==> src/sv/stb_pkg.sv <==
`default_nettype none

package stb_pkg;

	// Pool size default and result limit per tick
	localparam int NUM_TIMERS_DEF = 32;
	localparam int MAX_RESULTS    = 32;
	localparam int RC_W           = $clog2(MAX_RESULTS + 1);

	// Stream widths
	localparam int S_TDATA_W = 56;
	localparam int M_TDATA_W = 24;

	typedef enum logic [2:0] {
		CMD_ALLOC   = 3'd0,
		CMD_FREE    = 3'd1,
		CMD_SETDATA = 3'd2,
		CMD_SETTMO  = 3'd3,
		CMD_TICK    = 3'd4
	} cmd_t;

	typedef enum logic [1:0] {
		ST_FREE  = 2'd0,
		ST_ALLOC = 2'd1,
		ST_RUN   = 2'd2
	} status_t;

	localparam logic KIND_ALLOC  = 1'b0;
	localparam logic KIND_EXPIRY = 1'b1;

	// Command broadcast to every cell
	typedef struct packed {
		logic        valid;
		cmd_t        cmd;
		logic [4:0]  slot_index;
		logic [3:0]  dest_queue;
		logic [7:0]  data_value;
		logic [31:0] timeout;
	} bcast_t;

	// Scan control shared by the cells
	typedef struct packed {
		logic start;
		logic adv;
		logic claim;
	} scan_t;

	// What the cell holding the token shows; all zero elsewhere
	typedef struct packed {
		logic       is_free;
		logic       expired;
		logic [3:0] queue;
		logic [7:0] payload;
	} probe_t;

endpackage

`default_nettype wire

==> src/sv/stb_cell.sv <==
`default_nettype none

module stb_cell
	import stb_pkg::*;
#(
	parameter int CELL_IDX = 0
) (
	input  wire    clk,
	input  wire    arst_n,
	input  bcast_t bcast,
	input  scan_t  scan,
	input  wire    token_prev,
	output logic   token,
	output probe_t probe
);

	status_t     status_q;
	logic        expired_q;
	logic        token_q;
	logic [31:0] rem_q;
	logic [3:0]  queue_q;
	logic [7:0]  payload_q;
	logic        sel;
	logic [31:0] rem_dec;

	assign sel     = bcast.valid && (int'(bcast.slot_index) == CELL_IDX);
	assign rem_dec = rem_q - 32'd1;
	assign token   = token_q;

	// Show own state only while holding the token
	always_comb begin
		probe.is_free = token_q && (status_q == ST_FREE);
		probe.expired = token_q && expired_q;
		probe.queue   = token_q ? queue_q : 4'd0;
		probe.payload = token_q ? payload_q : 8'd0;
	end

	// Status, expiry flag and scan token
	always_ff @(posedge clk or negedge arst_n) begin
		if (!arst_n) begin
			status_q  <= ST_FREE;
			expired_q <= 1'b0;
			token_q   <= 1'b0;
		end else begin
			if (scan.start) begin
				token_q <= (CELL_IDX == 0);
			end else if (scan.adv) begin
				token_q <= token_prev;
			end
			if (scan.claim && token_q) begin
				status_q <= ST_ALLOC;
			end
			if (bcast.valid) begin
				case (bcast.cmd)
					CMD_FREE: begin
						if (sel) status_q <= ST_FREE;
					end
					CMD_SETTMO: begin
						if (sel) status_q <= ST_RUN;
					end
					CMD_TICK: begin
						if (status_q == ST_RUN && rem_dec == 32'd0) begin
							status_q  <= ST_ALLOC;
							expired_q <= 1'b1;
						end else begin
							expired_q <= 1'b0;
						end
					end
					default: ;
				endcase
			end
		end
	end

	// Countdown and stored destination
	always_ff @(posedge clk) begin
		if (bcast.valid) begin
			case (bcast.cmd)
				CMD_SETDATA: begin
					if (sel) begin
						queue_q   <= bcast.dest_queue;
						payload_q <= bcast.data_value;
					end
				end
				CMD_SETTMO: begin
					if (sel) rem_q <= bcast.timeout;
				end
				CMD_TICK: begin
					if (status_q == ST_RUN) rem_q <= rem_dec;
				end
				default: ;
			endcase
		end
	end

endmodule

`default_nettype wire

==> src/sv/stb_ctrl.sv <==
`default_nettype none

module stb_ctrl
	import stb_pkg::*;
#(
	parameter int NUM_TIMERS = NUM_TIMERS_DEF
) (
	input  wire                   clk,
	input  wire                   arst_n,
	input  wire                   s_axis_tvalid,
	output logic                  s_axis_tready,
	input  wire  [S_TDATA_W-1:0]  s_axis_tdata,
	output logic                  m_axis_tvalid,
	input  wire                   m_axis_tready,
	output logic [M_TDATA_W-1:0]  m_axis_tdata,
	output logic                  m_axis_tuser,
	output logic                  m_axis_tlast,
	output bcast_t                bcast,
	output scan_t                 scan,
	input  probe_t                probe
);

	localparam int IW = (NUM_TIMERS > 1) ? $clog2(NUM_TIMERS) : 1;

	typedef enum logic [1:0] {
		S_IDLE,
		S_ALLOC,
		S_TICK,
		S_FLUSH
	} state_t;

	state_t          state_q;
	logic [IW-1:0]   pos_q;
	logic [RC_W-1:0] rep_cnt_q;
	logic            pend_valid_q;
	logic [4:0]      pend_slot_q;
	logic [3:0]      pend_queue_q;
	logic [7:0]      pend_payload_q;
	logic            m_valid_q;
	logic            m_kind_q;
	logic [4:0]      m_slot_q;
	logic            m_fail_q;
	logic [3:0]      m_queue_q;
	logic [7:0]      m_payload_q;
	logic            m_last_q;

	logic            accept;
	logic            out_ok;
	logic            last_pos;
	logic [IW+4:0]   pos_ext;
	logic [4:0]      pos_slot;
	logic            capture;
	logic            emit;
	logic            emit_kind;
	logic [4:0]      emit_slot;
	logic            emit_fail;
	logic [3:0]      emit_queue;
	logic [7:0]      emit_payload;
	logic            emit_last;
	logic            step;

	// Unpack the input item
	assign s_axis_tready    = (state_q == S_IDLE);
	assign accept           = s_axis_tvalid && s_axis_tready;
	assign bcast.valid      = accept;
	assign bcast.cmd        = cmd_t'(s_axis_tdata[2:0]);
	assign bcast.slot_index = s_axis_tdata[7:3];
	assign bcast.dest_queue = s_axis_tdata[11:8];
	assign bcast.data_value = s_axis_tdata[19:12];
	assign bcast.timeout    = s_axis_tdata[51:20];

	assign out_ok   = !m_valid_q || m_axis_tready;
	assign last_pos = (pos_q == IW'(NUM_TIMERS - 1));
	assign pos_ext  = (IW + 5)'(pos_q);
	assign pos_slot = pos_ext[4:0];
	assign capture  = probe.expired && (rep_cnt_q < RC_W'(MAX_RESULTS));

	// Decide this cycle's scan step and any result to emit
	always_comb begin
		emit         = 1'b0;
		emit_kind    = KIND_ALLOC;
		emit_slot    = 5'd0;
		emit_fail    = 1'b0;
		emit_queue   = 4'd0;
		emit_payload = 8'd0;
		emit_last    = 1'b1;
		step         = 1'b0;
		scan.start   = accept && (bcast.cmd == CMD_ALLOC || bcast.cmd == CMD_TICK);
		scan.adv     = 1'b0;
		scan.claim   = 1'b0;
		case (state_q)
			S_ALLOC: begin
				if (probe.is_free || last_pos) begin
					emit       = out_ok;
					emit_slot  = probe.is_free ? pos_slot : 5'd0;
					emit_fail  = !probe.is_free;
					scan.claim = probe.is_free && out_ok;
				end else begin
					scan.adv = 1'b1;
				end
			end
			S_TICK: begin
				step = !(capture && pend_valid_q && !out_ok);
				if (capture && pend_valid_q) begin
					emit         = out_ok;
					emit_kind    = KIND_EXPIRY;
					emit_slot    = pend_slot_q;
					emit_queue   = pend_queue_q;
					emit_payload = pend_payload_q;
					emit_last    = 1'b0;
				end
				scan.adv = step && !last_pos;
			end
			S_FLUSH: begin
				if (pend_valid_q) begin
					emit         = out_ok;
					emit_kind    = KIND_EXPIRY;
					emit_slot    = pend_slot_q;
					emit_queue   = pend_queue_q;
					emit_payload = pend_payload_q;
				end
			end
			default: ;
		endcase
	end

	// Hold state, scan position, pending event and output register
	always_ff @(posedge clk or negedge arst_n) begin
		if (!arst_n) begin
			state_q      <= S_IDLE;
			pos_q        <= '0;
			rep_cnt_q    <= '0;
			pend_valid_q <= 1'b0;
			m_valid_q    <= 1'b0;
		end else begin
			case (state_q)
				S_IDLE: begin
					if (scan.start) begin
						pos_q        <= '0;
						rep_cnt_q    <= '0;
						pend_valid_q <= 1'b0;
						state_q      <= (bcast.cmd == CMD_ALLOC) ? S_ALLOC : S_TICK;
					end
				end
				S_ALLOC: begin
					if (emit) begin
						state_q <= S_IDLE;
					end else if (scan.adv) begin
						pos_q <= pos_q + IW'(1);
					end
				end
				S_TICK: begin
					if (step) begin
						if (capture) begin
							pend_valid_q   <= 1'b1;
							pend_slot_q    <= pos_slot;
							pend_queue_q   <= probe.queue;
							pend_payload_q <= probe.payload;
							rep_cnt_q      <= rep_cnt_q + RC_W'(1);
						end
						if (last_pos) begin
							state_q <= S_FLUSH;
						end else begin
							pos_q <= pos_q + IW'(1);
						end
					end
				end
				S_FLUSH: begin
					if (!pend_valid_q || emit) begin
						pend_valid_q <= 1'b0;
						state_q      <= S_IDLE;
					end
				end
				default: state_q <= S_IDLE;
			endcase

			if (emit) begin
				m_valid_q   <= 1'b1;
				m_kind_q    <= emit_kind;
				m_slot_q    <= emit_slot;
				m_fail_q    <= emit_fail;
				m_queue_q   <= emit_queue;
				m_payload_q <= emit_payload;
				m_last_q    <= emit_last;
			end else if (m_axis_tready) begin
				m_valid_q <= 1'b0;
			end
		end
	end

	assign m_axis_tvalid = m_valid_q;
	assign m_axis_tuser  = m_kind_q;
	assign m_axis_tlast  = m_last_q;
	assign m_axis_tdata  = {6'd0, m_payload_q, m_queue_q, m_fail_q, m_slot_q};

endmodule

`default_nettype wire

==> src/sv/software_timer_bank_core.sv <==
`default_nettype none

// Pool of NUM_TIMERS countdown timers, one cell per slot in a row. Alloc
// claims the lowest free slot and answers with one item (alloc_failed set
// and slot 0 when none is free); free, set data and set timeout give no
// item. A tick decrements every running slot at once, then a token walks
// the row one cell per cycle while the output side does not stall and
// reports each expiring slot, up to MAX_RESULTS, in index order, the final
// one with tlast. Input and output are parted by an output register, so an
// item can be accepted while the previous result still waits.
module software_timer_bank_core
	import stb_pkg::*;
#(
	parameter int NUM_TIMERS = NUM_TIMERS_DEF
) (
	input  wire                   clk,
	input  wire                   arst_n,
	input  wire                   s_axis_tvalid,
	output logic                  s_axis_tready,
	// cmd[2:0], slot_index[7:3], dest_queue[11:8], data_value[19:12],
	// timeout[51:20], zero pad
	input  wire  [S_TDATA_W-1:0]  s_axis_tdata,
	output logic                  m_axis_tvalid,
	input  wire                   m_axis_tready,
	// slot_number[4:0], alloc_failed[5], target_queue[9:6], payload[17:10],
	// zero pad
	output logic [M_TDATA_W-1:0]  m_axis_tdata,
	// result_kind[0]
	output logic                  m_axis_tuser,
	output logic                  m_axis_tlast
);

	bcast_t                bcast;
	scan_t                 scan;
	probe_t                probe;
	probe_t                probe_arr [NUM_TIMERS];
	logic [NUM_TIMERS-1:0] token;

	stb_ctrl #(
		.NUM_TIMERS(NUM_TIMERS)
	) u_ctrl (
		.clk          (clk),
		.arst_n       (arst_n),
		.s_axis_tvalid(s_axis_tvalid),
		.s_axis_tready(s_axis_tready),
		.s_axis_tdata (s_axis_tdata),
		.m_axis_tvalid(m_axis_tvalid),
		.m_axis_tready(m_axis_tready),
		.m_axis_tdata (m_axis_tdata),
		.m_axis_tuser (m_axis_tuser),
		.m_axis_tlast (m_axis_tlast),
		.bcast        (bcast),
		.scan         (scan),
		.probe        (probe)
	);

	// Row of slot cells, token handed from each cell to the next
	for (genvar i = 0; i < NUM_TIMERS; i++) begin : g_cell
		stb_cell #(
			.CELL_IDX(i)
		) u_cell (
			.clk       (clk),
			.arst_n    (arst_n),
			.bcast     (bcast),
			.scan      (scan),
			.token_prev((i == 0) ? 1'b0 : token[(i == 0) ? 0 : i - 1]),
			.token     (token[i]),
			.probe     (probe_arr[i])
		);
	end

	// Merge the probes; only the token holder drives nonzero bits
	always_comb begin
		logic [$bits(probe_t)-1:0] acc;
		acc = '0;
		for (int i = 0; i < NUM_TIMERS; i++) begin
			acc = acc | probe_arr[i];
		end
		probe = probe_t'(acc);
	end

	// At most one cell holds the scan token
	a_token_onehot: assert property (@(posedge clk) disable iff (!arst_n)
		$onehot0(token))
		else $error("scan token held by more than one cell");

	// An allocation reply always closes its item
	a_alloc_last: assert property (@(posedge clk) disable iff (!arst_n)
		m_axis_tvalid && (m_axis_tuser == KIND_ALLOC) |-> m_axis_tlast)
		else $error("allocation reply without tlast");

	// A failed alloc reports slot zero, and expiry events never fail
	a_fail_slot: assert property (@(posedge clk) disable iff (!arst_n)
		m_axis_tvalid && m_axis_tdata[5] |->
			(m_axis_tdata[4:0] == 5'd0) && (m_axis_tuser == KIND_ALLOC))
		else $error("bad failed-alloc reply");

	// A scanning command blocks the input in the following cycle
	a_scan_busy: assert property (@(posedge clk) disable iff (!arst_n)
		s_axis_tvalid && s_axis_tready &&
		(s_axis_tdata[2:0] == CMD_ALLOC || s_axis_tdata[2:0] == CMD_TICK)
		|=> !s_axis_tready)
		else $error("input accepted during scan");

endmodule

`default_nettype wire
==> config.mk <==
export PLATFORM = sky130hd
export DESIGN_NAME = software_timer_bank_core
export DESIGN_NICKNAME = d
export VERILOG_FILES = /design/src/sv/stb_pkg.sv /design/src/sv/stb_cell.sv /design/src/sv/stb_ctrl.sv /design/src/sv/software_timer_bank_core.sv
export SDC_FILE = /design/constraint.sdc
export NUM_CORES = 2
export LEC_CHECK = 0
export BUFFER_PORTS_ARGS = -buffer_cell sky130_fd_sc_hd__buf_2
export CORE_ASPECT_RATIO = 0.6
export CORE_MARGIN = 4
export CORE_UTILIZATION = 58
export CTS_BUF_LIST = sky130_fd_sc_hd__clkbuf_16
export DETAILED_ROUTE_END_ITERATION = 7
export PLACE_DENSITY = 0.77
export SYNTH_ARGS = -nofsm -noshare
export SYNTH_HDL_FRONTEND = slang
export SYNTH_HIERARCHICAL = 1
export SYNTH_SLANG_ARGS = --single-unit
==> constraint.sdc <==
create_clock -name clk -period 4.65 [get_ports clk]
set_clock_uncertainty 0.05 [all_clocks]
set_input_delay 1.1625 -clock clk [delete_from_list [all_inputs] [get_ports clk]]
set_output_delay 1.1625 -clock clk [all_outputs]
set_load 0.02 [all_outputs]
==> results.rst <==
.. list-table::
   :header-rows: 1

   * - Metric
     - Value
   * - Status
     - completed
   * - Final hold viol count
     - 0
   * - Yosys warns
     - 6
   * - Final setup violating endpoints
     - 0
   * - Worst ir drop on vdd
     - 0.327 mV
   * - H-tree depth
     - 4
   * - Classification of the worst-slack hold path
     - input pin to asynchronous set/reset pin
   * - Maximum fanout count along the critical path
     - 20
   * - Post-CTS setup buffer count
     - 0
   * - Top-level I/O count
     - 88
   * - Arithmetic-cell share of the synthesized area counting full adders, half adders and majority gates
     - 0.976%
   * - Via count of the routed design
     - slightly below 80000
   * - Height of the die
     - 319 microns
   * - Post-synthesis sequential area ratio
     - 50.2%
   * - WS Path Type
     - flip-flop to flip-flop
   * - Number of cells produced by synthesis
     - roughly 9300
   * - Most common cell in the netlist
     - sky130_fd_sc_hd__edfxtp_1
   * - Required @ worst endpoint
     - 5.03 ns
   * - Antenna violation net count after detailed routing
     - 0
   * - Total Wirelength
     - 299 mm
   * - Syn-to-layout area delta
     - 9.24%
   * - Post-synthesis sequential element count
     - between 1500 and 2000
   * - Cell-by-cell listing of the critical path
     - and2_1, nor4_1, nand4_1, or2_1, and4b_2, inv_2, o311a_2, or3_4, nor2_2
   * - Area fraction in compound gates after synthesis
     - 11.3%
   * - Die area
     - between 150000 and 200000 sq um
   * - Synth Area in Simple Gates
     - 27.4%
   * - Final worst path period need
     - approximately 4.3 ns
   * - Fraction of registers with async set/reset
     - 9.01%
   * - GRT overflow
     - 0
   * - Number of iterations in the first detailed-routing pass
     - 6
   * - TritonCTS clock tree
     - done
   * - Number of hold-repair buffers added at the cts stage
     - 0
   * - Overall global routing resource usage
     - 34.4%
   * - Initial detailed-routing violation count
     - 11500
   * - Routed length per placed instance
     - 25.6 microns
   * - Data arrival time of the critical path
     - 4.65 ns
   * - Average via count per standard cell
     - ~6.7
   * - Power per unit of standard cell area
     - 330 nW/um^2
   * - Kind of cell with the highest combined delay on the critical path
     - simple AND/OR/NAND/NOR gates
   * - Count of standard-cell rows
     - 113
   * - Clk pin slew, worst setup/hold paths
     - 0.07 ns
   * - DRC violation count after routing
     - 0
   * - Total design power
     - 33.7 mW
   * - Starting utilization of the core area
     - 58.8%
   * - Combinational family with the most area after synthesis
     - simple AND/OR/NAND/NOR gates
   * - Worst rel slew slack
     - roughly 4.3%
   * - Wire length of the first global-routing pass
     - 448 mm
   * - Synth top area cells
     - sky130_fd_sc_hd__edfxtp_1, sky130_fd_sc_hd__xnor2_1, sky130_fd_sc_hd__nor2_1, sky130_fd_sc_hd__nand2_1, sky130_fd_sc_hd__dfrtp_1
   * - Max Transition Viols Final
     - 0
   * - Post-synthesis cell type with the largest combined area
     - sky130_fd_sc_hd__edfxtp_1
   * - Number of synthesized flops with an enable pin
     - 1445
   * - Xor/xnor share of the synthesized area
     - 6.87%
   * - Startpoint type of the worst setup path
     - flip-flop
   * - Total clock sinks
     - 1588
   * - Final layout net count
     - between 9000 and 10000
   * - Initial antenna violation count
     - 12
   * - Count of input and output buffers
     - 77
   * - Largest net degree at the start of global routing
     - 65
   * - Post-Synthesis Cell Area
     - 93600 sq um
   * - Max-Cap Viols
     - 0
   * - Clock Root Buffer
     - sky130_fd_sc_hd__clkbuf_16
   * - Number of cells upsized or downsized after cts
     - 0
   * - Proportion of synthesized area in mux cells
     - less than 1%
   * - Final RePlAce weighted congestion
     - 0.967
   * - Slew at the pin with the worst max-slew slack
     - 1.43 ns
   * - Estimated wirelength of the detail-placed design
     - 191 mm
   * - Synth top cells by count
     - sky130_fd_sc_hd__edfxtp_1, sky130_fd_sc_hd__nor2_1, sky130_fd_sc_hd__nand2_1
   * - Share of layout cells above drive strength 1
     - 9.73%
   * - Average footprint of a synthesized cell
     - 10.0 sq um
   * - Maximum clock path buffer count
     - 4
   * - Slowest CP cell
     - sky130_fd_sc_hd__nor2_2
   * - Max incr delay on CP
     - 0.82 ns
   * - Unrepaired setup endpoints after global routing
     - false
   * - Clock latency of the later-clocked register in the worst-skew pair
     - 0.84 ns
   * - Via count of the first global-routing pass
     - roughly 70000
   * - Fill count
     - 12400
   * - Area share of the largest cell type after synthesis
     - ~46%
   * - Core region area
     - around 160000 sq um
   * - Element type at the critical path end
     - flip-flop
   * - Area of placed instances
     - 97300 sq um
   * - Leakage power figure
     - 33.2 nW
   * - Cell area after layout
     - around 100000 sq um
   * - Die span in x
     - about 530 microns
   * - Number of distinct standard cells referenced by the synthesized netlist
     - 103
   * - Post-route fraction of the period consumed by the critical path
     - 91.9%
   * - Setup TNS after final layout
     - 0 ns
   * - Sum of buffers and inverters on the critical path
     - 1
   * - Top FF cell, synth
     - sky130_fd_sc_hd__edfxtp_1
   * - Total clock buffers created by CTS
     - 159
   * - Achievable clock frequency
     - 234 MHz
-- cell type report --
type | instances | area [sq um] | share of cell area [%]
Antenna cell | 12 | 30.0 | 0.0294
Multi-Input combinational cell | 7177 | 44300 | 43.3
Timing Repair Buffer | 350 | 2750 | 2.69
Clock inverter | 118 | 956 | 0.935
Inverter | 156 | 588 | 0.575
Sequential cell | 1588 | 47000 | 45.9
Clock buffer | 160 | 4000 | 3.91
Tap cell | 2127 | 2660 | 2.60
-- per-stage QoR --
| step | util [%] | hold WS [ns] | worst slack (ns) | instances |
|---|---|---|---|---|
| floorplan | - | 0.388 | 0.148 | 9349 |
| global placement | 61.1 | 0.414 | 0.603 | 11400 |
| detailed placement | 61.1 | 0.423 | 0.432 | 11400 |
| CTS | 64.2 | 0.189 | 0.580 | 11700 |
| global route | 64.2 | 0.213 | 0.364 | 11700 |
| finish | 64.2 | 0.224 | 0.377 | 11700 |
-- report_power, final --
part / internal [mW] / switching [mW] / total, mW
clock network: 7.13 / 5.65 / 12.8
logic: 1.57 / 3.26 / 4.83
registers: 15.9 / 0.208 / 16.1
total: 24.6 / 9.12 / 33.7
-- routing by layer --
layer	vias up	GRT usage, %	wire (microns)
li1	35100	-	-
met4	2	12.3	12100
met1	37500	50.4	119000
met5	-	0	13
met3	730	10.1	44700
met2	5197	48.5	123000
-- cells in the final DEF (no fill, tap or decap), drive strengths merged, types with 52 or more instances in the layout --
master / n
buf: 349
o21ai: 618
nand3: 121
nor3b: 106
xnor2: 470
dfrtp: 143
nor4: 393
nand4: 300
or3: 132
edfxtp: 1445
inv: 186
nor2: 1070
or4: 138
nor4b: 100
xor2: 264
a21oi: 529
a31oi: 136
and3: 63
and2: 446
ha: 73
or2: 52
nand2b: 65
nand2: 974
nor3: 364
clkinv: 67
clkbuf: 161
o31ai: 57
-- path summary, 6_finish.rpt --
| kind | start | endpoint | slack [ns] | cells past startpoint |
|---|---|---|---|---|
| max | g_cell[25].u_cell/token$_DFFE_PN0P_ | u_ctrl/m_payload_q[0]$_DFFE_PP_ | 0.38 | 9 |
| min | arst_n | u_ctrl/m_axis_tvalid$_DFFE_PN0P_ | 0.22 | 1 |
| max reg2reg | g_cell[25].u_cell/token$_DFFE_PN0P_ | u_ctrl/m_payload_q[0]$_DFFE_PP_ | 0.38 | 9 |
| min reg2reg | g_cell[21].u_cell/expired_q$_DFFE_PN0P_ | g_cell[21].u_cell/expired_q$_DFFE_PN0P_ | 0.44 | 2 |
| max in group asynchronous | arst_n | g_cell[31].u_cell/status_q[0]$_DFF_PN0_ | 2.98 | 2 |
| min in group clk | g_cell[21].u_cell/expired_q$_DFFE_PN0P_ | g_cell[21].u_cell/expired_q$_DFFE_PN0P_ | 0.44 | 2 |
-- state kept, by name, summed over array words and instances (netlist names), 6 cells and up --
signal	count
u_ctrl/m_payload_q	8
g_cell.u_cell/status_q	64
g_cell.u_cell/expired_q	32
u_ctrl/rep_cnt_q	6
g_cell.u_cell/rem_q	1024
g_cell.u_cell/token	32
u_ctrl/pend_payload_q	8
g_cell.u_cell/payload_q	256
g_cell.u_cell/queue_q	128
-- worst register-to-register path: cells and delay by family (launching register included) --
family                 cells  cell delay [ns]
DFF                        1             0.67
buffers and inverters      1             0.05
AOI/OAI and AO/OA          1             0.13
and+or+nand+nor            7             2.95
-- logic make-up (layout without fill, tap and decap cells) --
family,count (synthesis),count (layout)
mux,52,52
buf+inv,584,784
compound gates,1735,1735
fa+ha+maj,73,73
xor+xnor,734,734
flops,1588,1588
other cells,2,19
simple gates,4576,4576
Note: power is estimated with default switching activity, not from simulation.
